`config.mk`:
```
export PLATFORM = sky130hd
export DESIGN_NAME = sad_cell
export DESIGN_NICKNAME = d
export VERILOG_FILES = /design/src/sv/sad_pkg.sv /design/src/sv/sad_cell.sv
export SDC_FILE = /design/constraint.sdc
export NUM_CORES = 1
export LEC_CHECK = 0
export ABC_CLOCK_PERIOD_IN_PS = 13200
export BUFFER_PORTS_ARGS = -buffer_cell sky130_fd_sc_hd__buf_2
export CORE_ASPECT_RATIO = 0.8
export CORE_MARGIN = 8
export CORE_UTILIZATION = 39
export DETAILED_ROUTE_END_ITERATION = 8
export SYNTH_ARGS = -nofsm -noshare
export SYNTH_HDL_FRONTEND = slang
export SYNTH_SLANG_ARGS = --single-unit
```
`constraint.sdc`:
```
create_clock -name clk -period 13.2 [get_ports clk]
set_input_delay 2.64 -clock clk [delete_from_list [all_inputs] [get_ports clk]]
set_output_delay 2.64 -clock clk [all_outputs]
set_load 0.1 [all_outputs]
```
`src/sv/sad_pkg.sv`:
```
`timescale 1ns / 1ps
`default_nettype none

package sad_pkg;

  // Default number of CORDIC cells in the chain
  localparam int unsigned CORDIC_STEPS_DEF = 24;

  // Coordinate, difference, product and sum widths
  localparam int unsigned CW = 32;
  localparam int unsigned DW = CW + 1;
  localparam int unsigned PW = 2 * DW;
  localparam int unsigned SW = PW + 1;
  localparam int unsigned MW = SW - 1;
  localparam int unsigned LZW = $clog2(MW + 1);

  // Normalised operand width and its lowest bit in the shifted magnitude
  localparam int unsigned NW = 60;
  localparam int unsigned NORM_LSB = MW - NW;

  // CORDIC datapath: x and y signed with headroom for the gain, angle in Q8.24
  localparam int unsigned XW = NW + 3;
  localparam int unsigned ZW = 32;
  localparam int unsigned AW = 24;

  localparam logic signed [ZW-1:0] ANGLE_LIM_Q24 = 32'sd1509949440;
  localparam logic [ZW-1:0] ANGLE_HALF_Q24 = 32'd3019898880;
  localparam logic [ZW-1:0] ROUND_Q24 = 32'd128;
  localparam logic [AW-1:0] RIGHT_ANGLE_Q16 = 24'd5898240;
  localparam logic [AW-1:0] ANGLE_MAX_Q16 = 24'd11796480;

  typedef enum logic [1:0] {
    CASE_GENERAL  = 2'd0,
    CASE_PARALLEL = 2'd1,
    CASE_PERP     = 2'd2,
    CASE_DEGEN    = 2'd3
  } case_t;

  typedef struct packed {
    logic signed [CW-1:0] ax0;
    logic signed [CW-1:0] ay0;
    logic signed [CW-1:0] ax1;
    logic signed [CW-1:0] ay1;
    logic signed [CW-1:0] bx0;
    logic signed [CW-1:0] by0;
    logic signed [CW-1:0] bx1;
    logic signed [CW-1:0] by1;
  } in_word_t;

  typedef struct packed {
    logic [AW-1:0] angle_deg;
    logic [1:0]    case_code;
  } out_word_t;

  // Word handed from cell to cell along the CORDIC chain
  typedef struct packed {
    logic signed [XW-1:0] x;
    logic signed [XW-1:0] y;
    logic signed [ZW-1:0] z;
    logic                 dot_neg;
    case_t                code;
  } cord_t;

  // atan(2^-i) in degrees, Q8.24, rounded
  function automatic logic signed [ZW-1:0] atan_deg_q24(input logic [4:0] i);
    logic signed [ZW-1:0] v;
    case (i)
      5'd0:    v = 32'sd754974720;
      5'd1:    v = 32'sd445687602;
      5'd2:    v = 32'sd235489088;
      5'd3:    v = 32'sd119537938;
      5'd4:    v = 32'sd60000934;
      5'd5:    v = 32'sd30029717;
      5'd6:    v = 32'sd15018523;
      5'd7:    v = 32'sd7509720;
      5'd8:    v = 32'sd3754917;
      5'd9:    v = 32'sd1877466;
      5'd10:   v = 32'sd938734;
      5'd11:   v = 32'sd469367;
      5'd12:   v = 32'sd234684;
      5'd13:   v = 32'sd117342;
      5'd14:   v = 32'sd58671;
      5'd15:   v = 32'sd29335;
      5'd16:   v = 32'sd14668;
      5'd17:   v = 32'sd7334;
      5'd18:   v = 32'sd3667;
      5'd19:   v = 32'sd1833;
      5'd20:   v = 32'sd917;
      5'd21:   v = 32'sd458;
      5'd22:   v = 32'sd229;
      5'd23:   v = 32'sd115;
      5'd24:   v = 32'sd57;
      5'd25:   v = 32'sd29;
      5'd26:   v = 32'sd14;
      5'd27:   v = 32'sd7;
      5'd28:   v = 32'sd4;
      5'd29:   v = 32'sd2;
      5'd30:   v = 32'sd1;
      default: v = 32'sd0;
    endcase
    return v;
  endfunction

endpackage

`default_nettype wire

```
`src/sv/sad_cell.sv`:
```
`timescale 1ns / 1ps
`default_nettype none

module sad_cell
  import sad_pkg::*;
#(
  parameter int unsigned STEP = 0
) (
  input  wire logic  clk,
  input  wire logic  rst_n,
  input  wire logic  in_valid,
  output logic       in_ready,
  input  wire cord_t in_cd,
  output logic       out_valid,
  input  wire logic  out_ready,
  output cord_t      out_cd
);

  logic  valid_r;
  cord_t cd_r;
  cord_t cd_nxt;

  // One micro-rotation towards the x axis, shift fixed by the cell's place
  always_comb begin
    logic signed [XW-1:0] xs;
    logic signed [XW-1:0] ys;
    logic signed [ZW-1:0] a;
    xs     = in_cd.x >>> STEP;
    ys     = in_cd.y >>> STEP;
    a      = atan_deg_q24(5'(STEP));
    cd_nxt = in_cd;
    if (!in_cd.y[XW-1]) begin
      cd_nxt.x = in_cd.x + ys;
      cd_nxt.y = in_cd.y - xs;
      cd_nxt.z = in_cd.z + a;
    end else begin
      cd_nxt.x = in_cd.x - ys;
      cd_nxt.y = in_cd.y + xs;
      cd_nxt.z = in_cd.z - a;
    end
  end

  assign in_ready  = !valid_r || out_ready;
  assign out_valid = valid_r;
  assign out_cd    = cd_r;

  always_ff @(posedge clk) begin
    if (!rst_n) begin
      valid_r <= 1'b0;
    end else if (in_ready) begin
      valid_r <= in_valid;
    end
  end

  // Hold the word until the next cell takes it
  always_ff @(posedge clk) begin
    if (in_ready && in_valid) begin
      cd_r <= cd_nxt;
    end
  end

endmodule

`default_nettype wire

```
-- After elaboration in Yosys (flattened, before gate mapping)
Index checks and enable logic that the tools add are counted.
- $add $sub $neg: 5
- multiplexer cells: 1
- reductions and logical operators: 3
- operator list (kind ; number):
    158-bit 2-to-1 mux ; 1
    63-bit subtractor ; 2
    63-bit adder ; 1
    32-bit by 31-bit adder with 32-bit output (second input constant) ; 1
    32-bit by 31-bit subtractor with 32-bit output (second input constant) ; 1
    1-bit logical AND ; 1
    1-bit logical NOT ; 1
    1-bit logical OR ; 1
- bits in registers: 162
- bits of input ports: 165
- output and inout port bits: 163

-- Logic depth before layout (Yosys ltp)
Gate-level depths: netlist of the first run.
- word-level depth: 3
- depth in mapped cells: 15
- depth with buffers taken out: 15

-- Worst setup path after synthesis of the first run
OpenSTA, ideal clock, no wires.
- kind: in2reg
- start point: in out_ready
- end point: reg cd_r, in the netlist out_cd[0] (enable)
- library setup time: 0.538 ns
- arrival time: 7.205 ns
- required time: 12.662 ns
- setup slack: 5.458 ns
- cell stages on the path: 2
- cells stage by stage: nand2b_1 and2_1
- cells in the longest elaborated chain, start to end: 2
- ends and longest elaborated chain (item ; line ; text):
    from (decl) ; sad_cell.sv:15 ; input wire logic out_ready,
    1-bit logical OR ; sad_cell.sv:43 ; assign in_ready = !valid_r || out_ready;
    1-bit logical AND ; sad_cell.sv:57 ; if (in_ready && in_valid) begin
    to (signal assigned) ; sad_cell.sv:58 ; cd_r <= cd_nxt;
    to (decl) ; sad_cell.sv:20 ; cord_t cd_r;
No other way between the ends.
A chain may end at the register's enable or synchronous reset.

==> impl_metrics.json, run 1 <==
{
  "fmax_mhz": 151,
  "grt_first_pass_wirelength_mm": 101,
  "grt_pass1_vias": 16332,
  "cp_top_family": "compound AO/OA/AOI/OAI gates",
  "place.gp.congestion": 0.975,
  "p_int_mw": 1.21,
  "p_seq_share_pct": 27.6,
  "skew_ns": 0.0116,
  "cts_tree": "built",
  "r2r_start": "out_valid$_SDFFE_PN0N_",
  "synth-compound-area-share_pct": 27.2,
  "dieArea_um2": 50200,
  "multi_input_area_um2": 10900,
  "tightest_slew_ns": 1.04,
  "rows": 68,
  "chipWidth_um": 249,
  "crit_cells": 14,
  "p_per_area_nw_per_um2": 126,
  "combPwrFrac_pct": 50.2,
  "dp_cells": 2845,
  "layout.nets": 2681,
  "first_pass_iters": 6,
  "numCtsBuffers": 17,
  "grt_max_degree": 73,
  "post_cts_resized": 0,
  "worst-setup-path-type": "in2reg",
  "path_cells": "buf_2 -> inv_1 -> ha_1 -> a21oi_1 -> o21ai_0 -> a221oi_1 -> o21ai_1 -> a21o_1 -> a21oi_1 -> o221ai_1 -> a2111oi_1 -> nor3b_1 -> a2bb2oi_1 -> xnor2_1",
  "io_buffer_count": 327,
  "cp-endpoint": "out_cd[94]$_DFFE_PP_",
  "stdcell_count": 2878,
  "wire_per_inst_um": 23.5,
  "synthArstFlopShare_pct": 0,
  "cp.arrival_ns": 6.85,
  "rrSetupSlack_ns": 10.84,
  "rsz0062_at_grt": "false",
  "postSynthRegisterBits": 161,
  "post-route-period-util_pct": 50.1,
  "cts-root-buf": "clkbuf_16",
  "core_area_um2": 43000,
  "crit_path_max_fanout": 10,
  "h-tree-depth": 4,
  "antenna_found_initial": 5,
  "post_cts_buffers": 0,
  "tns_ns": 0,
  "hold_viol_final": 0,
  "vdd_drop_max_mv": 0.103,
  "synthCells": 2041,
  "setup-violations-final": 0,
  "synth_enable_flop_cells": 160,
  "period_needed_ns": 6.61,
  "synthMuxAreaShare_pct": 2.13,
  "r2r-end": "out_cd[108]$_DFFE_PP_",
  "reg2regPathDepth": 3,
  "die_y_um": 202,
  "worst-path-buf-inv": 2,
  "synthAdderAreaFrac_pct": 15.9,
  "overflow": 0,
  "min_from": "out_valid$_SDFFE_PN0N_",
  "crit_path_end_kind": "register",
  "synthesis.nets": 2418,
  "synth_top_cell_area_share_pct": 28.5,
  "cts_hold_buf": 0,
  "ys_warn_count": 0,
  "hold_class": "reg2reg",
  "outcome": "finished, final reports clean",
  "drtIter0Drc": 2044,
  "ios": 328,
  "vias": 17021,
  "seq_area_frac_synth_pct": 28.6,
  "maxSlewViolCount": 0,
  "drv_cap": 0,
  "wl_mm": 67.5,
  "synth_cell_types": 76,
  "critPathLaunchType": "input port",
  "synth_top_family_by_area": "compound AO/OA/AOI/OAI gates",
  "antenna_left": 0,
  "critical_path.startpoint": "in_cd[43]",
  "switching_share_pct": 50.9,
  "synth_xor_area_share_pct": 6.64,
  "drc": 0,
  "p_sw_mw": 1.26,
  "clk_path_buf_depth": 2,
  "synthFlopType": "edfxtp_1",
  "dpl.hpwl_mm": 54.7,
  "cts_sinks": 161,
  "drive_above_1_share_pct": 17.0,
  "yosys.area.top_type": "edfxtp_1",
  "grt_usage_pct": 25.7,
  "cpMostUsedCell": "a21oi_1",
  "fillers": 4301,
  "crit_required_ns": 13.44,
  "area_growth_syn_to_layout_pct": 15.8,
  "seqCellArea_um2": 4820,
  "p_clk_share_pct": 22.3,
  "cpPeakStageDelay_ns": 1.02,
  "crit_slowest_cell": "a2111oi_1",
  "yosysMostFrequentCell": "a21oi_1",
  "clk_latency_ns": 0.49,
  "synth-simple-area-share_pct": 12.9,
  "via_per_inst": 5.91,
  "syn_avg_cell_area_um2": 8.27,
  "p_leak_nw": 8.51,
  "initial_core_util_pct": 39.3,
  "syn_area_um2": 16900,
  "synth.area.top_cells": "edfxtp_1 28%, ha_1 15%, a21oi_1 9.0%, xnor2_1 6.4%, o21ai_0 4.4%",
  "clk_pin_slew_ns": 0.09,
  "synth_common_cells": "305 x a21oi_1, 208 x ha_1, 193 x inv_1, 160 x edfxtp_1, 157 x nor2_1",
  "slew_headroom_pct": 30.2
}
## worst register-to-register path, stage by stage, from the launching register on
cell      delay [ns]
dfxtp_1         0.32
nand2b_1        0.10
and2_4          0.69
buf_4           0.85
## how the worst min path moves through the flow
stage	depth (start not counted)	end	slack [ns]
5_1_grt	2	out_valid$_SDFFE_PN0N_	0.59
3_3_place_gp	2	out_valid$_SDFFE_PN0N_	0.51
4_1_cts	2	out_valid$_SDFFE_PN0N_	0.55
6_report	2	out_valid$_SDFFE_PN0N_	0.54
2_1_floorplan	2	out_valid$_SDFFE_PN0N_	1.78
3_5_place_dp	2	out_valid$_SDFFE_PN0N_	0.53
## routing by layer
layer	track usage (%)	vias to the layer above	share of wire (%)	wire length, um
met3	7.57	90	9.8	6620
met2	37.7	853	42	28000
li1	-	7872	-	-
met4	5.38	4	1.8	1230
met5	0	-	0.050	34
met1	36.8	8202	47	31600
## cell type report
| class | instances | area share [%] |
|---|---|---|
| Timing Repair Buffer | 334 | 8.65 |
| Multi-Input combinational cell | 1586 | 55.9 |
| Inverter | 204 | 3.92 |
| Sequential cell | 161 | 24.7 |
| Tap cell | 560 | 3.58 |
| Antenna cell | 1 | 0.0128 |
| Clock buffer | 17 | 2.18 |
| Clock inverter | 15 | 1.06 |
## stage by stage
stage                     cell area (um2)  util (%)  setup WS, ns  power (mW)  hold slack, ns
after floorplan                     16900         -          5.46        1.61            1.78
after global placement              18900      44.0          6.25        1.91           0.510
after detailed placement            18900      44.0          6.30        1.91           0.532
after CTS                           19500      45.5          6.80        2.47           0.546
after global routing                19600      45.5          6.48        2.57           0.591
final                               19600      45.5          6.59        2.47           0.543
## power groups by stage
stage,Clock [mW],Sequential [mW],Combinational (mW)
3_5_place_dp,0,0.691,1.22
4_1_cts,0.562,0.681,1.22
6_report,0.549,0.680,1.24
3_3_place_gp,0,0.690,1.22
2_1_floorplan,0,1.14,0.468
5_1_grt,0.580,0.686,1.30
## kinds of logic after synthesis
| group | Yosys count |
|---|---|
| multiplexers | 36 |
| AND/OR/NAND/NOR | 468 |
| buffers and inverters | 294 |
| flip-flops | 161 |
| XOR/XNOR | 128 |
| AO/OA/AOI/OAI | 742 |
| adder cells (fa/ha/maj) | 212 |
## flip-flops by register name, summed over array words and instances (netlist names)
register / cells
out_valid: 1
out_cd: 160
## layout by cell type (no fill, tap or decap), types with 70 or more instances in the layout
cell type	n
a21oi_1	305
buf_2	326
edfxtp_1	160
ha_1	208
inv_1	192
nand2_1	118
nor2_1	157
o21ai_0	147
o21bai_1	70
xnor2_1	123
Note: power is estimated with default switching activity, not from simulation.
==> run 2, diff against run 1 <==
- ABC_CLOCK_PERIOD_IN_PS: 13200 -> 5900
- clock period: 13.2 -> 5.9 ns (I/O delays scaled with it)
==> run 2 against run 1 <==
Effect of this change:
- wire length is essentially flat
- design area grew 0.70%
- utilization grew 0.32 points
- setup slack lost 5.6 ns
==> impl_metrics.json, run 2 (synthesis gave the netlist of run 1 again) <==
{
  "outcome": "finished, final reports clean",
  "setup-violations-final": 0,
  "switching_share_pct": 50.3,
  "p_seq_share_pct": 27.5,
  "p_leak_nw": 8.60,
  "via_per_inst": 5.89,
  "tns_ns": 0,
  "io_buffer_count": 327,
  "crit_path_max_fanout": 15,
  "overflow": 0,
  "drive_above_1_share_pct": 17.7,
  "crit_path_end_kind": "register",
  "cts_tree": "built",
  "grt_first_pass_wirelength_mm": 102,
  "core_area_um2": 43000,
  "crit_slowest_cell": "ha_1",
  "fmax_mhz": 202,
  "largest_reg_flops": 160,
  "critical_path.startpoint": "in_cd[50]",
  "maxSlewViolCount": 0,
  "cts-root-buf": "clkbuf_16",
  "r2r_start": "out_valid$_SDFFE_PN0N_",
  "crit_required_ns": 6.14,
  "clk_latency_ns": 0.49,
  "post_cts_buffers": 0,
  "place.gp.congestion": 1.00,
  "clk_pin_slew_ns": 0.08,
  "rows": 68,
  "min_from": "out_valid$_SDFFE_PN0N_",
  "crit_cells": 15,
  "worst-setup-path-type": "in2reg",
  "dpl.hpwl_mm": 55.3,
  "p_sw_mw": 2.79,
  "wl_mm": 67.6,
  "layout_commonest_cell": "buf_2",
  "chipWidth_um": 249,
  "dp_cells": 2863,
  "tightest_slew_ns": 1.01,
  "drtIter0Drc": 1899,
  "vias": 17066,
  "cp_top_family": "compound AO/OA/AOI/OAI gates",
  "rrSetupSlack_ns": 4.00,
  "drv_cap": 0,
  "worst-path-buf-inv": 3,
  "p_clk_share_pct": 22.4,
  "first_pass_iters": 6,
  "layout.nets": 2699,
  "grt_usage_pct": 25.8,
  "combPwrFrac_pct": 50.1,
  "antenna_left": 0,
  "min_path_cells": 2,
  "fillers": 4280,
  "cts_hold_buf": 0,
  "antenna_found_initial": 4,
  "cpPeakStageDelay_ns": 0.59,
  "layout_common_cells": "326 x buf_2, 305 x a21oi_1, 208 x ha_1",
  "vdd_drop_max_mv": 0.246,
  "grt_max_degree": 77,
  "clk_path_buf_depth": 2,
  "hold_class": "reg2reg",
  "drc": 0,
  "reg2regPathDepth": 3,
  "die_y_um": 202,
  "worst_slack_ns": 0.945,
  "h-tree-depth": 4,
  "post_cts_resized": 0,
  "p_int_mw": 2.76,
  "cts_sinks": 161,
  "grt_pass1_vias": 16360,
  "numCtsBuffers": 17,
  "area_growth_syn_to_layout_pct": 16.6,
  "critPathLaunchType": "input port",
  "period_needed_ns": 4.96,
  "r2r-end": "out_cd[6]$_DFFE_PP_",
  "dieArea_um2": 50200,
  "hold_viol_final": 0,
  "ios": 328,
  "initial_core_util_pct": 39.3,
  "finalPower_mw": 5.55,
  "cp.arrival_ns": 5.20,
  "stdcell_count": 2897,
  "seqCellArea_um2": 4820,
  "rsz0062_at_grt": "false",
  "p_per_area_nw_per_um2": 282,
  "multi_input_area_um2": 10900,
  "wire_per_inst_um": 23.3,
  "path_cells": "buf_2 -> inv_1 -> ha_1 -> nand4_1 -> nor2_1 -> nand2_1 -> o21ai_1 -> a21o_1 -> a21oi_1 -> o221ai_1 -> a2111oi_1 -> buf_4 -> nor3b_1 -> a2bb2oi_1 -> xnor2_1",
  "post-route-period-util_pct": 84.0,
  "post-place-ws_ns": 0.679,
  "skew_ns": 0.0121,
  "slew_headroom_pct": 31.7,
  "worst_hold_path.endpoint": "out_valid$_SDFFE_PN0N_"
}
run 2: worst max path at each step:
stage,end,slack [ns]
after global placement,out_cd[71]$_DFFE_PP_,0.65
after global routing,out_cd[95]$_DFFE_PP_,0.88
after CTS,out_cd[94]$_DFFE_PP_,1.19
after floorplan,out_cd[0]$_DFFE_PP_,1.35
after detailed placement,out_cd[160]$_DFFE_PP_,0.68
final,out_cd[94]$_DFFE_PP_,0.94
run 2: metrics by stage:
| step | hold slack, ns | util, % | cell area, um2 |
|---|---|---|---|
| finish | 0.538 | 45.8 | 19700 |
| global placement | 0.505 | 44.3 | 19000 |
| detailed placement | 0.534 | 44.3 | 19000 |
| CTS | 0.541 | 45.8 | 19700 |
| floorplan | 1.28 | - | 16900 |
| global route | 0.583 | 45.8 | 19700 |
run 2: cell type report:
cell class	count	share of cell area, %
diodes	2	0.0254
multi-input cells	1586	55.5
clock inverters	15	1.05
repair buffers	352	9.28
flip-flops and latches	161	24.5
well taps	560	3.56
clock buffers	17	2.16
inverters	204	3.90
run 2: metal layers:
layer	part of all wire (%)	global-route usage, %	wire, um	up-vias
met4	1.9	6.03	1300	2
met3	9.5	6.71	6390	92
li1	-	-	-	7920
met1	46	36.8	31400	8149
met2	42	38.4	28400	903
met5	0.019	0	13	-
run 2: power groups by stage:
stage / registers (mW) / clock network (mW) / logic, mW
after global placement: 1.55 / 0 / 2.74
final: 1.53 / 1.24 / 2.78
after global routing: 1.54 / 1.32 / 2.92
after detailed placement: 1.55 / 0 / 2.74
after CTS: 1.53 / 1.27 / 2.75
after floorplan: 2.54 / 0 / 1.05
run 2: tightest hold or removal path, cell delays in order, from the launching register on:
cell	delay [ns]
dfxtp_1	0.31
nand2b_1	0.10
a21boi_0	0.09
