### src/sv/sad_pkg.sv
`timescale 1ns / 1ps
`default_nettype none

package sad_pkg;

  // Default number of CORDIC cells in the chain
  localparam int unsigned CORDIC_STEPS_DEF = 24;

  // Coordinate, difference, product and sum widths
  localparam int unsigned CW = 32;
  localparam int unsigned DW = CW + 1;
  localparam int unsigned PW = 2 * DW;
  localparam int unsigned SW = PW + 1;
  localparam int unsigned MW = SW - 1;
  localparam int unsigned LZW = $clog2(MW + 1);

  // Normalised operand width and its lowest bit in the shifted magnitude
  localparam int unsigned NW = 60;
  localparam int unsigned NORM_LSB = MW - NW;

  // CORDIC datapath: x and y signed with headroom for the gain, angle in Q8.24
  localparam int unsigned XW = NW + 3;
  localparam int unsigned ZW = 32;
  localparam int unsigned AW = 24;

  localparam logic signed [ZW-1:0] ANGLE_LIM_Q24 = 32'sd1509949440;
  localparam logic [ZW-1:0] ANGLE_HALF_Q24 = 32'd3019898880;
  localparam logic [ZW-1:0] ROUND_Q24 = 32'd128;
  localparam logic [AW-1:0] RIGHT_ANGLE_Q16 = 24'd5898240;
  localparam logic [AW-1:0] ANGLE_MAX_Q16 = 24'd11796480;

  typedef enum logic [1:0] {
    CASE_GENERAL  = 2'd0,
    CASE_PARALLEL = 2'd1,
    CASE_PERP     = 2'd2,
    CASE_DEGEN    = 2'd3
  } case_t;

  typedef struct packed {
    logic signed [CW-1:0] ax0;
    logic signed [CW-1:0] ay0;
    logic signed [CW-1:0] ax1;
    logic signed [CW-1:0] ay1;
    logic signed [CW-1:0] bx0;
    logic signed [CW-1:0] by0;
    logic signed [CW-1:0] bx1;
    logic signed [CW-1:0] by1;
  } in_word_t;

  typedef struct packed {
    logic [AW-1:0] angle_deg;
    logic [1:0]    case_code;
  } out_word_t;

  // Word handed from cell to cell along the CORDIC chain
  typedef struct packed {
    logic signed [XW-1:0] x;
    logic signed [XW-1:0] y;
    logic signed [ZW-1:0] z;
    logic                 dot_neg;
    case_t                code;
  } cord_t;

  // atan(2^-i) in degrees, Q8.24, rounded
  function automatic logic signed [ZW-1:0] atan_deg_q24(input logic [4:0] i);
    logic signed [ZW-1:0] v;
    case (i)
      5'd0:    v = 32'sd754974720;
      5'd1:    v = 32'sd445687602;
      5'd2:    v = 32'sd235489088;
      5'd3:    v = 32'sd119537938;
      5'd4:    v = 32'sd60000934;
      5'd5:    v = 32'sd30029717;
      5'd6:    v = 32'sd15018523;
      5'd7:    v = 32'sd7509720;
      5'd8:    v = 32'sd3754917;
      5'd9:    v = 32'sd1877466;
      5'd10:   v = 32'sd938734;
      5'd11:   v = 32'sd469367;
      5'd12:   v = 32'sd234684;
      5'd13:   v = 32'sd117342;
      5'd14:   v = 32'sd58671;
      5'd15:   v = 32'sd29335;
      5'd16:   v = 32'sd14668;
      5'd17:   v = 32'sd7334;
      5'd18:   v = 32'sd3667;
      5'd19:   v = 32'sd1833;
      5'd20:   v = 32'sd917;
      5'd21:   v = 32'sd458;
      5'd22:   v = 32'sd229;
      5'd23:   v = 32'sd115;
      5'd24:   v = 32'sd57;
      5'd25:   v = 32'sd29;
      5'd26:   v = 32'sd14;
      5'd27:   v = 32'sd7;
      5'd28:   v = 32'sd4;
      5'd29:   v = 32'sd2;
      5'd30:   v = 32'sd1;
      default: v = 32'sd0;
    endcase
    return v;
  endfunction

endpackage

`default_nettype wire

### src/sv/sad_post.sv
`timescale 1ns / 1ps
`default_nettype none

module sad_post
  import sad_pkg::*;
(
  input  wire logic  clk,
  input  wire logic  rst_n,
  input  wire logic  in_valid,
  output logic       in_ready,
  input  wire cord_t in_cd,
  output logic       out_valid,
  input  wire logic  out_stall,
  output out_word_t  out_word
);

  logic      valid_r;
  out_word_t word_r;
  out_word_t word_nxt;

  // Clamp to 0..90, mirror for an obtuse angle, round to Q8.16
  always_comb begin
    logic [ZW-1:0] zc;
    logic [ZW-1:0] zm;
    logic [ZW-1:0] zr;
    if (in_cd.z[ZW-1]) begin
      zc = '0;
    end else if (in_cd.z > ANGLE_LIM_Q24) begin
      zc = ANGLE_LIM_Q24;
    end else begin
      zc = in_cd.z;
    end
    zm = in_cd.dot_neg ? (ANGLE_HALF_Q24 - zc) : zc;
    zr = zm + ROUND_Q24;
    word_nxt.case_code = in_cd.code;
    case (in_cd.code)
      CASE_GENERAL: word_nxt.angle_deg = zr[ZW-1:ZW-AW];
      CASE_PERP:    word_nxt.angle_deg = RIGHT_ANGLE_Q16;
      default:      word_nxt.angle_deg = '0;
    endcase
  end

  assign in_ready  = !valid_r || !out_stall;
  assign out_valid = valid_r;
  assign out_word  = word_r;

  always_ff @(posedge clk) begin
    if (!rst_n) begin
      valid_r <= 1'b0;
    end else if (in_ready) begin
      valid_r <= in_valid;
    end
  end

  // Hold the result word while the receiver stalls
  always_ff @(posedge clk) begin
    if (in_ready && in_valid) begin
      word_r <= word_nxt;
    end
  end

endmodule

`default_nettype wire

### config.mk
export PLATFORM = sky130hd
export DESIGN_NAME = sad_post
export DESIGN_NICKNAME = d
export VERILOG_FILES = /design/src/sv/sad_pkg.sv /design/src/sv/sad_post.sv
export SDC_FILE = /design/constraint.sdc
export NUM_CORES = 1
export LEC_CHECK = 0
export CORE_MARGIN = 4
export CORE_UTILIZATION = 32
export CTS_CLUSTER_DIAMETER = 50
export CTS_CLUSTER_SIZE = 10
export DETAILED_ROUTE_END_ITERATION = 6
export DONT_BUFFER_PORTS = 1
export MAX_ROUTING_LAYER = met4
export SETUP_SLACK_MARGIN = 0.15
export SYNTH_ARGS = -nofsm -noshare
export SYNTH_HDL_FRONTEND = slang
export SYNTH_SLANG_ARGS = --single-unit
### constraint.sdc
create_clock -name clk -period 4.38 [get_ports clk]
set_input_delay 0.657 -clock clk [delete_from_list [all_inputs] [get_ports clk]]
set_output_delay 0.657 -clock clk [all_outputs]
set_load 0.01 [all_outputs]
# Yosys cells after proc, flatten, opt, wreduce, memory -nomap -nowiden
# Index checks and enable logic that the tools add are counted.
# word_totals
register_bits,27
inputBits,165
wordCells,16
output_inout_bits,28
# op_classes
reduce_logical,5
order_cmp,1
muxes,4
n_addsub,2
eq_ne,1
# op_table
operator,count
two-way mux 31 bit,2
case mux 24 bit (2 select lines),1
adder 32 x 8 -> 32 bit (second input constant),1
> comparator 32 bit (second input constant),1
two-way mux 32 bit,1
subtractor 32 bit (first input constant),1
== test 2 bit (second input constant),1
zero test 1 bit,2
zero test 2 bit,1
logical AND 1 bit,1
logical OR 1 bit,1

# Longest topological paths before layout
# Gate-level depths: netlist (run 1).
# logic_depth
ltp_word,7
mapped_depth,15
ltp_nobuf,12

# Worst setup path before layout (run 1)
# OpenSTA, ideal clock, no wires.
# synth_path
path_type,input to register
startpoint,in in_cd[6] (netlist bit)
endpoint,"reg word_r (netlist bit out_word[24]), data pin"
path_buffers,3
slack_ns,0.361
setup_time_ns,0.152
required_time_ns,4.228
t_arrival_ns,3.867
cell_stages,11
path_cell_list,or4_4 -> buf_6 -> or3_1 -> buf_6 -> or4_4 -> a31oi_2 -> o221ai_2 -> or4b_1 -> clkbuf_2 -> or4_1 -> a31oi_1
# synth_lines
item,line,rtl
from (decl),sad_post.sv:11,"input wire cord_t in_cd,"
to (signal assigned),sad_post.sv:58,word_r <= word_nxt;
to (decl),sad_post.sv:18,out_word_t word_r;

==> flow_metrics.env, run 1 <==
export IMPL_clk_latency_ns=0.26
export IMPL_drc=0
export IMPL_number_of_antenna_violations_at_the_first_check_in_global_routing=0
export IMPL_largest_buffer_count_on_any_clock_path=2
export IMPL_internal_power_mw=0.420
export IMPL_worst_endpoint_arrival_ns=3.94
export IMPL_first_iter_violations=267
export IMPL_critical_path_max_stage_delay_ns=0.59
export IMPL_synth_enable_flop_cells=26
export IMPL_area_growth_synth_to_final_pct=4.40
export IMPL_groute_usage_overall_pct=13.8
export IMPL_top_usage_layer="met2"
export IMPL_cts_made_buffers=3
export IMPL_vias=2281
export IMPL_worst_setup_path_type="primary input to flop"
export IMPL_fp_row_count=32
export IMPL_worstHoldPathType="primary input to flop"
export IMPL_firstDrtPassIters=4
export IMPL_number_of_global_route_vias_before_repair=2077
export IMPL_synthFlopType="sky130_fd_sc_hd__edfxtp_1"
export IMPL_cts_tree="yes"
export IMPL_mappedNetlistNets=482
export IMPL_drv_cap=0
export IMPL_switching_power_mw=0.156
export IMPL_cts_clk_slew_worst_paths_ns=0.08
export IMPL_fin_max_slew_vios=0
export IMPL_layout_drive_gt1_share_pct=7.24
export IMPL_rsz_0062_raised_after_global_routing="false"
export IMPL_post_cts_resized_instances=0
export IMPL_setup_violations=0
export IMPL_vdd_ir_drop_worst_v=0.0000952
export IMPL_count_of_input_and_output_buffers=0
export IMPL_groute_layer_met1_usage_pct=18.5
export IMPL_crit_path_frequent_cell="sky130_fd_sc_hd__a31oi_1"
export IMPL_crit_fanout=10
export IMPL_leakage_power_figure_nw=0.873
export IMPL_hold_worst_slack_ns=0.488
export IMPL_design_final_nets=471
export IMPL_synth_seq_cells=27
export IMPL_most_used_cells_in_the_layout_excluding_fill_and_tap_cells="sky130_fd_sc_hd__nor2_1, sky130_fd_sc_hd__nand2_1, sky130_fd_sc_hd__edfxtp_1"
export IMPL_finalCritPeriodShare_pct=87.6
export IMPL_ys_async_sr_fraction_pct=0
export IMPL_power_switching_share_pct=27.1
export IMPL_wire_length_of_the_first_global_routing_pass_mm=10.8
export IMPL_io_pins=193
export IMPL_ctsHtreeMaxLevel=1
export IMPL_multi_input_area_um2=1630
export IMPL_finalClockSkew_ns=0.00617
export IMPL_yosys_warnings=0
export IMPL_grt_util_met3_pct=2.58
export IMPL_overflow=0
export IMPL_netlist_instances=316
export IMPL_syn_area_per_cell_um2=8.10
export IMPL_combinationalPowerShare_pct=21.8
export IMPL_sequentialPowerShare_pct=55.1
export IMPL_crit_path_start_kind="primary input"
export IMPL_core_area_um2=7770
export IMPL_weighted_congestion_reported_at_the_end_of_routability_driven_placement=0.832
export IMPL_dieHeight_um=97.4
export IMPL_worst_pin_slew_ns=1.12
export IMPL_postCtsHoldBufs=0
export IMPL_syn_cell_area_um2=2560
export IMPL_layout_cells_most_common="sky130_fd_sc_hd__nor2_1"
export IMPL_final_seq_area_um2=801
export IMPL_cts_num_sinks=27
export IMPL_power_frac_clock_pct=23.2
export IMPL_layout_filler_cells=823
export IMPL_setup_bufs_post_cts=0
export IMPL_yosysSeqAreaShare_pct=31.3
export IMPL_finalHoldViolations=0
export IMPL_achievable_frequency_ghz=0.261
export IMPL_slew_headroom_pct=25.5
export IMPL_cts_root_buf="sky130_fd_sc_hd__clkbuf_8"
export IMPL_global_route_usage_met2_pct=21.9
export IMPL_post_drt_via_cell_ratio=5.62
export IMPL_floorplan_die_area_um2=9490
export IMPL_synth_cell_types=61
export IMPL_outcome="completed"
export IMPL_maximum_number_of_pins_on_one_net_before_global_route_repair=32
export IMPL_drt_antenna_violating_nets=0
export IMPL_setup_worst_path_end_class="flop"
export IMPL_finalSetupTns_ns=0
export IMPL_critPathRequiredTime_ns=4.49
export IMPL_hpwlAfterDp_mm=5.25
export IMPL_critPathSlowestCell="sky130_fd_sc_hd__or4b_1"
export IMPL_insertedDiodeCount=0
export IMPL_effective_utilization_at_floorplan_pct=32.9
export IMPL_postRouteWirelength_mm=6.59
export IMPL_timing_final_crit_period_ns=3.84
export IMPL_critical_path_cell_chain="or4_4 -> nor3_4 -> a31oi_1 -> o211a_1 -> or4_1 -> or4b_1 -> buf_4 -> or3_1 -> a31oi_1"
export IMPL_die_width_um=97.4
export IMPL_wl_per_cell_um=16.2
export IMPL_pwr_density_cell_nw_per_um2=216
==> power groups by stage <==
stage / registers [mW] / clock network, mW / logic [mW]
floorplan: 0.321 / 0 / 0.114
global placement: 0.324 / 0 / 0.123
detailed placement: 0.324 / 0 / 0.125
CTS: 0.318 / 0.140 / 0.126
global route: 0.319 / 0.151 / 0.142
finish: 0.317 / 0.133 / 0.125
==> registers in the layout, indices dropped and copies added, names as in the netlist <==
| register | flops |
|---|---|
| out_valid | 1 |
| out_word | 26 |
==> cells by family (layout without fill, tap and decap cells) <==
group	after synthesis	in the layout	synth area share (%)
compound gates	76	76	20.4
xor+xnor	33	33	11.3
fa+ha+maj	1	1	0.489
buf+inv	28	16	4.84
flops	27	27	31.3
mux	1	1	0.391
simple gates	150	150	31.2
==> stage by stage <==
step           power, mW  util, %  worst slack [ns]  instance area [µm²]  std cells
2_1_floorplan      0.435        -             0.361                 2560        316
3_3_place_gp       0.447     33.8             0.294                 2630        402
3_5_place_dp       0.449     33.8             0.235                 2630        402
4_1_cts            0.583     34.4             0.524                 2670        406
5_1_grt            0.612     34.4             0.407                 2670        406
6_report           0.576     34.4             0.543                 2670        406
==> critical path, delay by kind of cell <==
kind / cells / cell delay [ns]
AOI/OAI and AO/OA: 3 / 0.59
buffers and inverters: 1 / 0.18
and+or+nand+nor: 5 / 2.52
==> cells in the mapped netlist, types with 4 or more instances <==
master,number,area (µm²)
sky130_fd_sc_hd__nor2_1,43,161
sky130_fd_sc_hd__nand2_1,27,101
sky130_fd_sc_hd__edfxtp_1,26,781
sky130_fd_sc_hd__xor2_1,20,175
sky130_fd_sc_hd__a21oi_1,18,90.1
sky130_fd_sc_hd__clkbuf_1,16,60.1
sky130_fd_sc_hd__o21ai_0,15,75.1
sky130_fd_sc_hd__nor3_1,13,65.1
sky130_fd_sc_hd__xnor2_1,13,114
sky130_fd_sc_hd__or3_1,8,50.1
sky130_fd_sc_hd__a31oi_1,7,43.8
sky130_fd_sc_hd__inv_1,7,26.3
sky130_fd_sc_hd__nand3_1,7,35.0
sky130_fd_sc_hd__nor2b_1,7,43.8
sky130_fd_sc_hd__nor4_1,7,43.8
sky130_fd_sc_hd__nand2b_1,5,31.3
sky130_fd_sc_hd__nand4_1,5,31.3
sky130_fd_sc_hd__o41ai_1,4,35.0
sky130_fd_sc_hd__or2_2,4,25.0
==> area by class of cell <==
class | count | share of cell area, %
repair buffers | 5 | 1.41
flip-flops and latches | 27 | 30.0
well taps | 102 | 4.78
inverters | 7 | 0.984
clock buffers | 4 | 1.69
multi-input cells | 261 | 61.2
==> metal layers <==
layer / vias to the layer above / share of wire [%]
li1: 1146 / -
met1: 1053 / 46
met2: 80 / 47
met3: 2 / 6.9
met4: 0 / 0.53
met5: - / 0
==> path summary, 6_finish.rpt <==
kind / cells after the start / to / slack (ns) / start
min: 0 / out_word[1] / 0.49 / in_cd[1]
min reg2reg: 2 / out_valid / 0.58 / out_valid
max reg2reg: 2 / out_word[18] / 2.61 / out_valid
max: 9 / out_word[22] / 0.54 / in_cd[6]
(Power assumes the default switching activity.)
==> run 2, diff against run 1 <==
- RECOVER_POWER: default -> 50
==> flow_metrics.env, run 2 (synthesized netlist as in run 1, its figures left out) <==
export IMPL_rr_worst_depth=2
export IMPL_weighted_congestion_reported_at_the_end_of_routability_driven_placement=0.832
export IMPL_pwr_density_cell_nw_per_um2=216
export IMPL_vdd_ir_drop_worst_v=0.0000952
export IMPL_dieHeight_um=97.4
export IMPL_crit_fanout=10
export IMPL_wl_per_cell_um=16.2
export IMPL_io_pins=193
export IMPL_drc=0
export IMPL_number_of_global_route_vias_before_repair=2077
export IMPL_fp_row_count=32
export IMPL_design_final_nets=471
export IMPL_slew_headroom_pct=-6.62
export IMPL_setup_worst_path_end_class="flop"
export IMPL_place_area_um2=2630
export IMPL_fin_max_slew_vios=27
export IMPL_most_used_cells_in_the_layout_excluding_fill_and_tap_cells="sky130_fd_sc_hd__nor2_1, sky130_fd_sc_hd__nand2_1, sky130_fd_sc_hd__edfxtp_1"
export IMPL_cts_root_buf="sky130_fd_sc_hd__clkbuf_8"
export IMPL_total_power_mw=0.576
export IMPL_finalHoldViolations=0
export IMPL_count_of_input_and_output_buffers=0
export IMPL_achievable_frequency_ghz=0.261
export IMPL_layout_cells_most_common="sky130_fd_sc_hd__nor2_1"
export IMPL_worst_pin_slew_ns=1.60
export IMPL_number_of_antenna_violations_at_the_first_check_in_global_routing=0
export IMPL_hpwlAfterDp_mm=5.25
export IMPL_crit_path_frequent_cell="sky130_fd_sc_hd__a31oi_1"
export IMPL_firstDrtPassIters=4
export IMPL_die_width_um=97.4
export IMPL_cts_clk_slew_worst_paths_ns=0.08
export IMPL_cts_tree="yes"
export IMPL_vias=2282
export IMPL_drt_antenna_violating_nets=0
export IMPL_worst_endpoint_arrival_ns=3.94
export IMPL_critPathRequiredTime_ns=4.49
export IMPL_finalSetupTns_ns=0
export IMPL_critical_path_max_stage_delay_ns=0.59
export IMPL_timing_final_crit_period_ns=3.83
export IMPL_ctsHtreeMaxLevel=1
export IMPL_first_iter_violations=267
export IMPL_r2r_end="out_word[18]"
export IMPL_failed_checks="capacitance limit, slew limit"
export IMPL_layout_drive_gt1_share_pct=7.24
export IMPL_rsz_0062_raised_after_global_routing="false"
export IMPL_effective_utilization_at_floorplan_pct=32.9
export IMPL_maximum_number_of_pins_on_one_net_before_global_route_repair=32
export IMPL_largest_register_ff_count=26
export IMPL_drv_cap=1
export IMPL_critPathSlowestCell="sky130_fd_sc_hd__or4b_1"
export IMPL_critPathLaunch="in_cd[6]"
export IMPL_worstSetupEndpoint="out_word[22]"
export IMPL_core_area_um2=7770
export IMPL_cts_made_buffers=3
export IMPL_postRouteWirelength_mm=6.58
export IMPL_critical_path_cell_chain="or4_4 -> nor3_4 -> a31oi_1 -> o211a_1 -> or4_1 -> or4b_1 -> buf_4 -> or3_1 -> a31oi_1"
export IMPL_dp_slack_ns=0.235
export IMPL_post_drt_via_cell_ratio=5.62
export IMPL_cts_num_sinks=27
export IMPL_overflow=0
export IMPL_leakage_power_figure_nw=0.873
export IMPL_largest_buffer_count_on_any_clock_path=2
export IMPL_post_cts_resized_instances=0
export IMPL_insertedDiodeCount=0
export IMPL_reg2reg_setup_slack_ns=2.26
export IMPL_finalCritPeriodShare_pct=87.6
export IMPL_finalClockSkew_ns=0.00619
export IMPL_groute_usage_overall_pct=13.8
export IMPL_floorplan_die_area_um2=9490
export IMPL_postCtsHoldBufs=0
export IMPL_setup_bufs_post_cts=0
export IMPL_worst_setup_path_type="primary input to flop"
export IMPL_clk_latency_ns=0.26
export IMPL_crit_path_start_kind="primary input"
export IMPL_setup_ws_ns=0.545
export IMPL_outcome="finished with violations"
export IMPL_design_area_um2=2670
export IMPL_wire_length_of_the_first_global_routing_pass_mm=10.8
export IMPL_setup_violations=0
export IMPL_worstHoldPathType="primary input to flop"
export IMPL_area_growth_synth_to_final_pct=4.40
export IMPL_critical_path_reg2reg_startpoint="out_valid"
[run 2: power by group]
part	total [mW]	switching (mW)	internal, mW
clock	0.133	0.0685	0.0649
combinational	0.125	0.0731	0.0522
sequential	0.317	0.0143	0.303
total	0.576	0.156	0.420
[run 2: area by class of cell]
class	instances	area [µm²]
Tap cell	102	128
Sequential cell	27	801
Clock buffer	4	45.0
Timing Repair Buffer	5	37.5
Fill cell	823	5100
Inverter	7	26.3
Multi-Input combinational cell	261	1630
[run 2: routing by layer]
metal | GRT usage (%) | routed length (µm) | share of wire, %
met1 | 18.5 | 3020 | 46
met2 | 21.9 | 3060 | 46
met3 | 2.58 | 462 | 7.0
met4 | 2.98 | 35 | 0.53
met5 | - | 0 | 0
[run 2: critical path: cells and delay by family]
kind,cells,cell delay [ns]
buffers and inverters,1,0.18
AOI/OAI and AO/OA,3,0.59
and+or+nand+nor,5,2.52
[run 2: through the flow]
step	hold WS [ns]	std cells	utilization (%)
2_1_floorplan	0.546	316	-
3_3_place_gp	0.561	402	33.8
3_5_place_dp	0.579	402	33.8
4_1_cts	0.480	406	34.4
5_1_grt	0.471	406	34.4
6_report	0.488	406	34.4
[run 2: worst min-delay path by stage]
stage          slack, ns          end  cells past startpoint       from
4_1_cts             0.48  out_word[1]                      0   in_cd[1]
3_3_place_gp        0.56    out_valid                      2  out_valid
2_1_floorplan       0.55    out_valid                      2  out_valid
3_5_place_dp        0.58    out_valid                      2  out_valid
6_report            0.49  out_word[1]                      0   in_cd[1]
5_1_grt             0.47  out_word[1]                      0   in_cd[1]
==> run 3, diff against run 2 <==
- ABC_AREA: default -> 1
- CORE_ASPECT_RATIO: default -> 0.8
==> flow_metrics.env, run 3 <==
export IMPL_io_pins=193
export IMPL_worst_setup_path_type="primary input to flop"
export IMPL_achievable_frequency_ghz=0.286
export IMPL_vdd_ir_drop_worst_v=0.000162
export IMPL_mappedNetlistNets=632
export IMPL_crit_path_start_kind="primary input"
export IMPL_synthFlopType="sky130_fd_sc_hd__edfxtp_1"
export IMPL_design_final_nets=630
export IMPL_critPathRequiredTime_ns=4.40
export IMPL_worst_pin_slew_ns=1.38
export IMPL_yosys_warnings=0
export IMPL_vias=2921
export IMPL_post_drt_via_cell_ratio=5.04
export IMPL_largest_buffer_count_on_any_clock_path=2
export IMPL_floorplan_die_area_um2=11000
export IMPL_syn_cell_area_um2=3010
export IMPL_synth_enable_flop_cells=26
export IMPL_drt_antenna_violating_nets=0
export IMPL_groute_usage_overall_pct=14.9
export IMPL_core_area_um2=9110
export IMPL_dp_slack_ns=0.622
export IMPL_pwr_density_cell_nw_per_um2=233
export IMPL_layout_filler_cells=961
export IMPL_post_cts_resized_instances=0
export IMPL_setup_bufs_post_cts=0
export IMPL_number_of_global_route_vias_before_repair=2698
export IMPL_area_growth_synth_to_final_pct=5.58
export IMPL_finalSetupTns_ns=0
export IMPL_number_of_antenna_violations_at_the_first_check_in_global_routing=2
export IMPL_timing_final_crit_period_ns=3.49
export IMPL_cts_made_buffers=3
export IMPL_overflow=0
export IMPL_netlist_instances=466
export IMPL_wl_per_cell_um=13.7
export IMPL_synth_largest_area_cell="sky130_fd_sc_hd__edfxtp_1"
export IMPL_postCtsHoldBufs=0
export IMPL_cts_num_sinks=27
export IMPL_cts_root_buf="sky130_fd_sc_hd__clkbuf_16"
export IMPL_largest_register_ff_count=26
export IMPL_effective_utilization_at_floorplan_pct=33.0
export IMPL_syn_area_per_cell_um2=6.45
export IMPL_most_used_cells_in_the_layout_excluding_fill_and_tap_cells="sky130_fd_sc_hd__nand2_1, sky130_fd_sc_hd__inv_1, sky130_fd_sc_hd__nor2_1"
export IMPL_worst_endpoint_arrival_ns=3.51
export IMPL_drc=0
export IMPL_weighted_congestion_reported_at_the_end_of_routability_driven_placement=0.901
export IMPL_leakage_power_figure_nw=1.46
export IMPL_clk_latency_ns=0.26
export IMPL_die_width_um=116
export IMPL_fin_max_slew_vios=0
export IMPL_layout_drive_gt1_share_pct=15.8
export IMPL_crit_fanout=29
export IMPL_hpwlAfterDp_mm=6.42
export IMPL_finalCritPeriodShare_pct=79.7
export IMPL_top_cells_by_area_synth="sky130_fd_sc_hd__edfxtp_1, sky130_fd_sc_hd__nand2_1, sky130_fd_sc_hd__inv_1, sky130_fd_sc_hd__nor2_1, sky130_fd_sc_hd__nand3_1"
export IMPL_maximum_number_of_pins_on_one_net_before_global_route_repair=34
export IMPL_wire_length_of_the_first_global_routing_pass_mm=12.9
export IMPL_cts_tree="yes"
export IMPL_synth_seq_cells=27
export IMPL_worstHoldPathType="primary input to flop"
export IMPL_synth_cells_most_frequent="sky130_fd_sc_hd__nand2_1, sky130_fd_sc_hd__inv_1, sky130_fd_sc_hd__nor2_1, sky130_fd_sc_hd__nand3_1, sky130_fd_sc_hd__edfxtp_1"
export IMPL_finish_utilization_pct=34.8
export IMPL_rsz_0062_raised_after_global_routing="false"
export IMPL_postRouteWirelength_mm=7.93
export IMPL_total_power_mw=0.739
export IMPL_setup_violations=0
export IMPL_layout_cells_most_common="sky130_fd_sc_hd__nand2_1"
export IMPL_ctsHtreeMaxLevel=1
export IMPL_fp_row_count=31
export IMPL_finalHoldViolations=0
export IMPL_ys_async_sr_fraction_pct=0
export IMPL_yosysSeqAreaShare_pct=26.6
export IMPL_yosys_cell_count_top_type="sky130_fd_sc_hd__nand2_1"
export IMPL_finalClockSkew_ns=0.00648
export IMPL_firstDrtPassIters=4
export IMPL_synth_cell_types=43
export IMPL_drv_cap=0
export IMPL_netlist_area_leader_share_pct=26.0
export IMPL_cts_clk_slew_worst_paths_ns=0.06
export IMPL_first_iter_violations=151
export IMPL_setup_ws_ns=0.889
export IMPL_slew_headroom_pct=8.19
export IMPL_setup_worst_path_end_class="flop"
export IMPL_count_of_input_and_output_buffers=0
export IMPL_dieHeight_um=94.7
export IMPL_outcome="completed"
-- run 3: cell count changes after synthesis, moves of 7 or more --
cell,delta
sky130_fd_sc_hd__nor2_1,+9
sky130_fd_sc_hd__inv_2,+9
sky130_fd_sc_hd__nor2_2,+12
sky130_fd_sc_hd__nand2_2,+18
sky130_fd_sc_hd__xnor2_1,-13
sky130_fd_sc_hd__clkbuf_1,-14
sky130_fd_sc_hd__o21ai_0,-9
sky130_fd_sc_hd__nor4_1,-7
sky130_fd_sc_hd__or3_1,-8
sky130_fd_sc_hd__xor2_1,-17
sky130_fd_sc_hd__inv_1,+50
sky130_fd_sc_hd__nand3_1,+26
sky130_fd_sc_hd__nor2b_1,-7
sky130_fd_sc_hd__nand2_1,+116
-- run 3: path summary, 6_finish.rpt --
path | start | end | slack (ns) | cells after the start
max | in_cd[34] | out_word[21] | 0.89 | 22
min | in_cd[1] | out_word[1] | 0.49 | 0
max reg2reg | out_valid | out_word[13] | 2.48 | 2
min reg2reg | out_valid | out_valid | 0.63 | 2
-- run 3: cell type report --
class	count	area, µm²	share of cell area, %
diodes	2	5.00	0.158
inverters	72	273	8.60
well taps	115	144	4.53
flip-flops and latches	27	801	25.2
clock buffers	4	78.8	2.48
repair buffers	2	11.3	0.355
multi-input cells	358	1860	58.6
-- run 3: through the flow --
stage | hold slack, ns | area [µm²] | std cells
6_report | 0.491 | 3170 | 580
3_3_place_gp | 0.632 | 3100 | 574
3_5_place_dp | 0.644 | 3100 | 574
4_1_cts | 0.486 | 3180 | 578
2_1_floorplan | 0.589 | 3010 | 466
5_1_grt | 0.481 | 3170 | 580
-- run 3: cell families after synthesis --
group,count (synthesis),synth area share [%]
flops,27,26.6
compound gates,53,12.0
fa+ha+maj,1,0.416
buf+inv,81,11.4
xor+xnor,5,1.96
simple gates,299,47.5
-- run 3: layer usage --
layer | track usage, % | up-vias | share of wire [%] | routed length (µm)
met1 | 19.3 | 1337 | 45 | 3590
met5 | - | - | 0 | 0
met3 | 4.61 | 4 | 7.5 | 595
met4 | 2.32 | 0 | 1.3 | 105
li1 | - | 1491 | - | -
met2 | 23.5 | 89 | 46 | 3630
-- run 3: power breakdown --
| part | leakage (nW) | internal [mW] | switching [mW] |
|---|---|---|---|
| clock | 0.0382 | 0.124 | 0.0764 |
| combinational | 1.15 | 0.0678 | 0.150 |
| sequential | 0.267 | 0.306 | 0.0153 |
| total | 1.46 | 0.498 | 0.241 |
-- run 3: worst max-delay path: stages --
cell and delay, ns:
sky130_fd_sc_hd__inv_4 0.23, sky130_fd_sc_hd__nand2_4 0.12, sky130_fd_sc_hd__nor2_4 0.14, sky130_fd_sc_hd__nand2_1 0.07, sky130_fd_sc_hd__nor2_2 0.11, sky130_fd_sc_hd__nand2_2 0.07
sky130_fd_sc_hd__nand2_4 0.30, sky130_fd_sc_hd__o21ai_2 0.19, sky130_fd_sc_hd__nand2_1 0.15, sky130_fd_sc_hd__nand2_1 0.08, sky130_fd_sc_hd__xor2_1 0.26, sky130_fd_sc_hd__nand2_1 0.09
sky130_fd_sc_hd__clkinv_1 0.08, sky130_fd_sc_hd__nand2_2 0.09, sky130_fd_sc_hd__nor2_2 0.21, sky130_fd_sc_hd__nand3_1 0.15, sky130_fd_sc_hd__nor2_2 0.19, sky130_fd_sc_hd__nand2_1 0.10
sky130_fd_sc_hd__nand2_1 0.07, sky130_fd_sc_hd__nand2_1 0.05, sky130_fd_sc_hd__nand2_1 0.05, sky130_fd_sc_hd__nand2_1 0.05
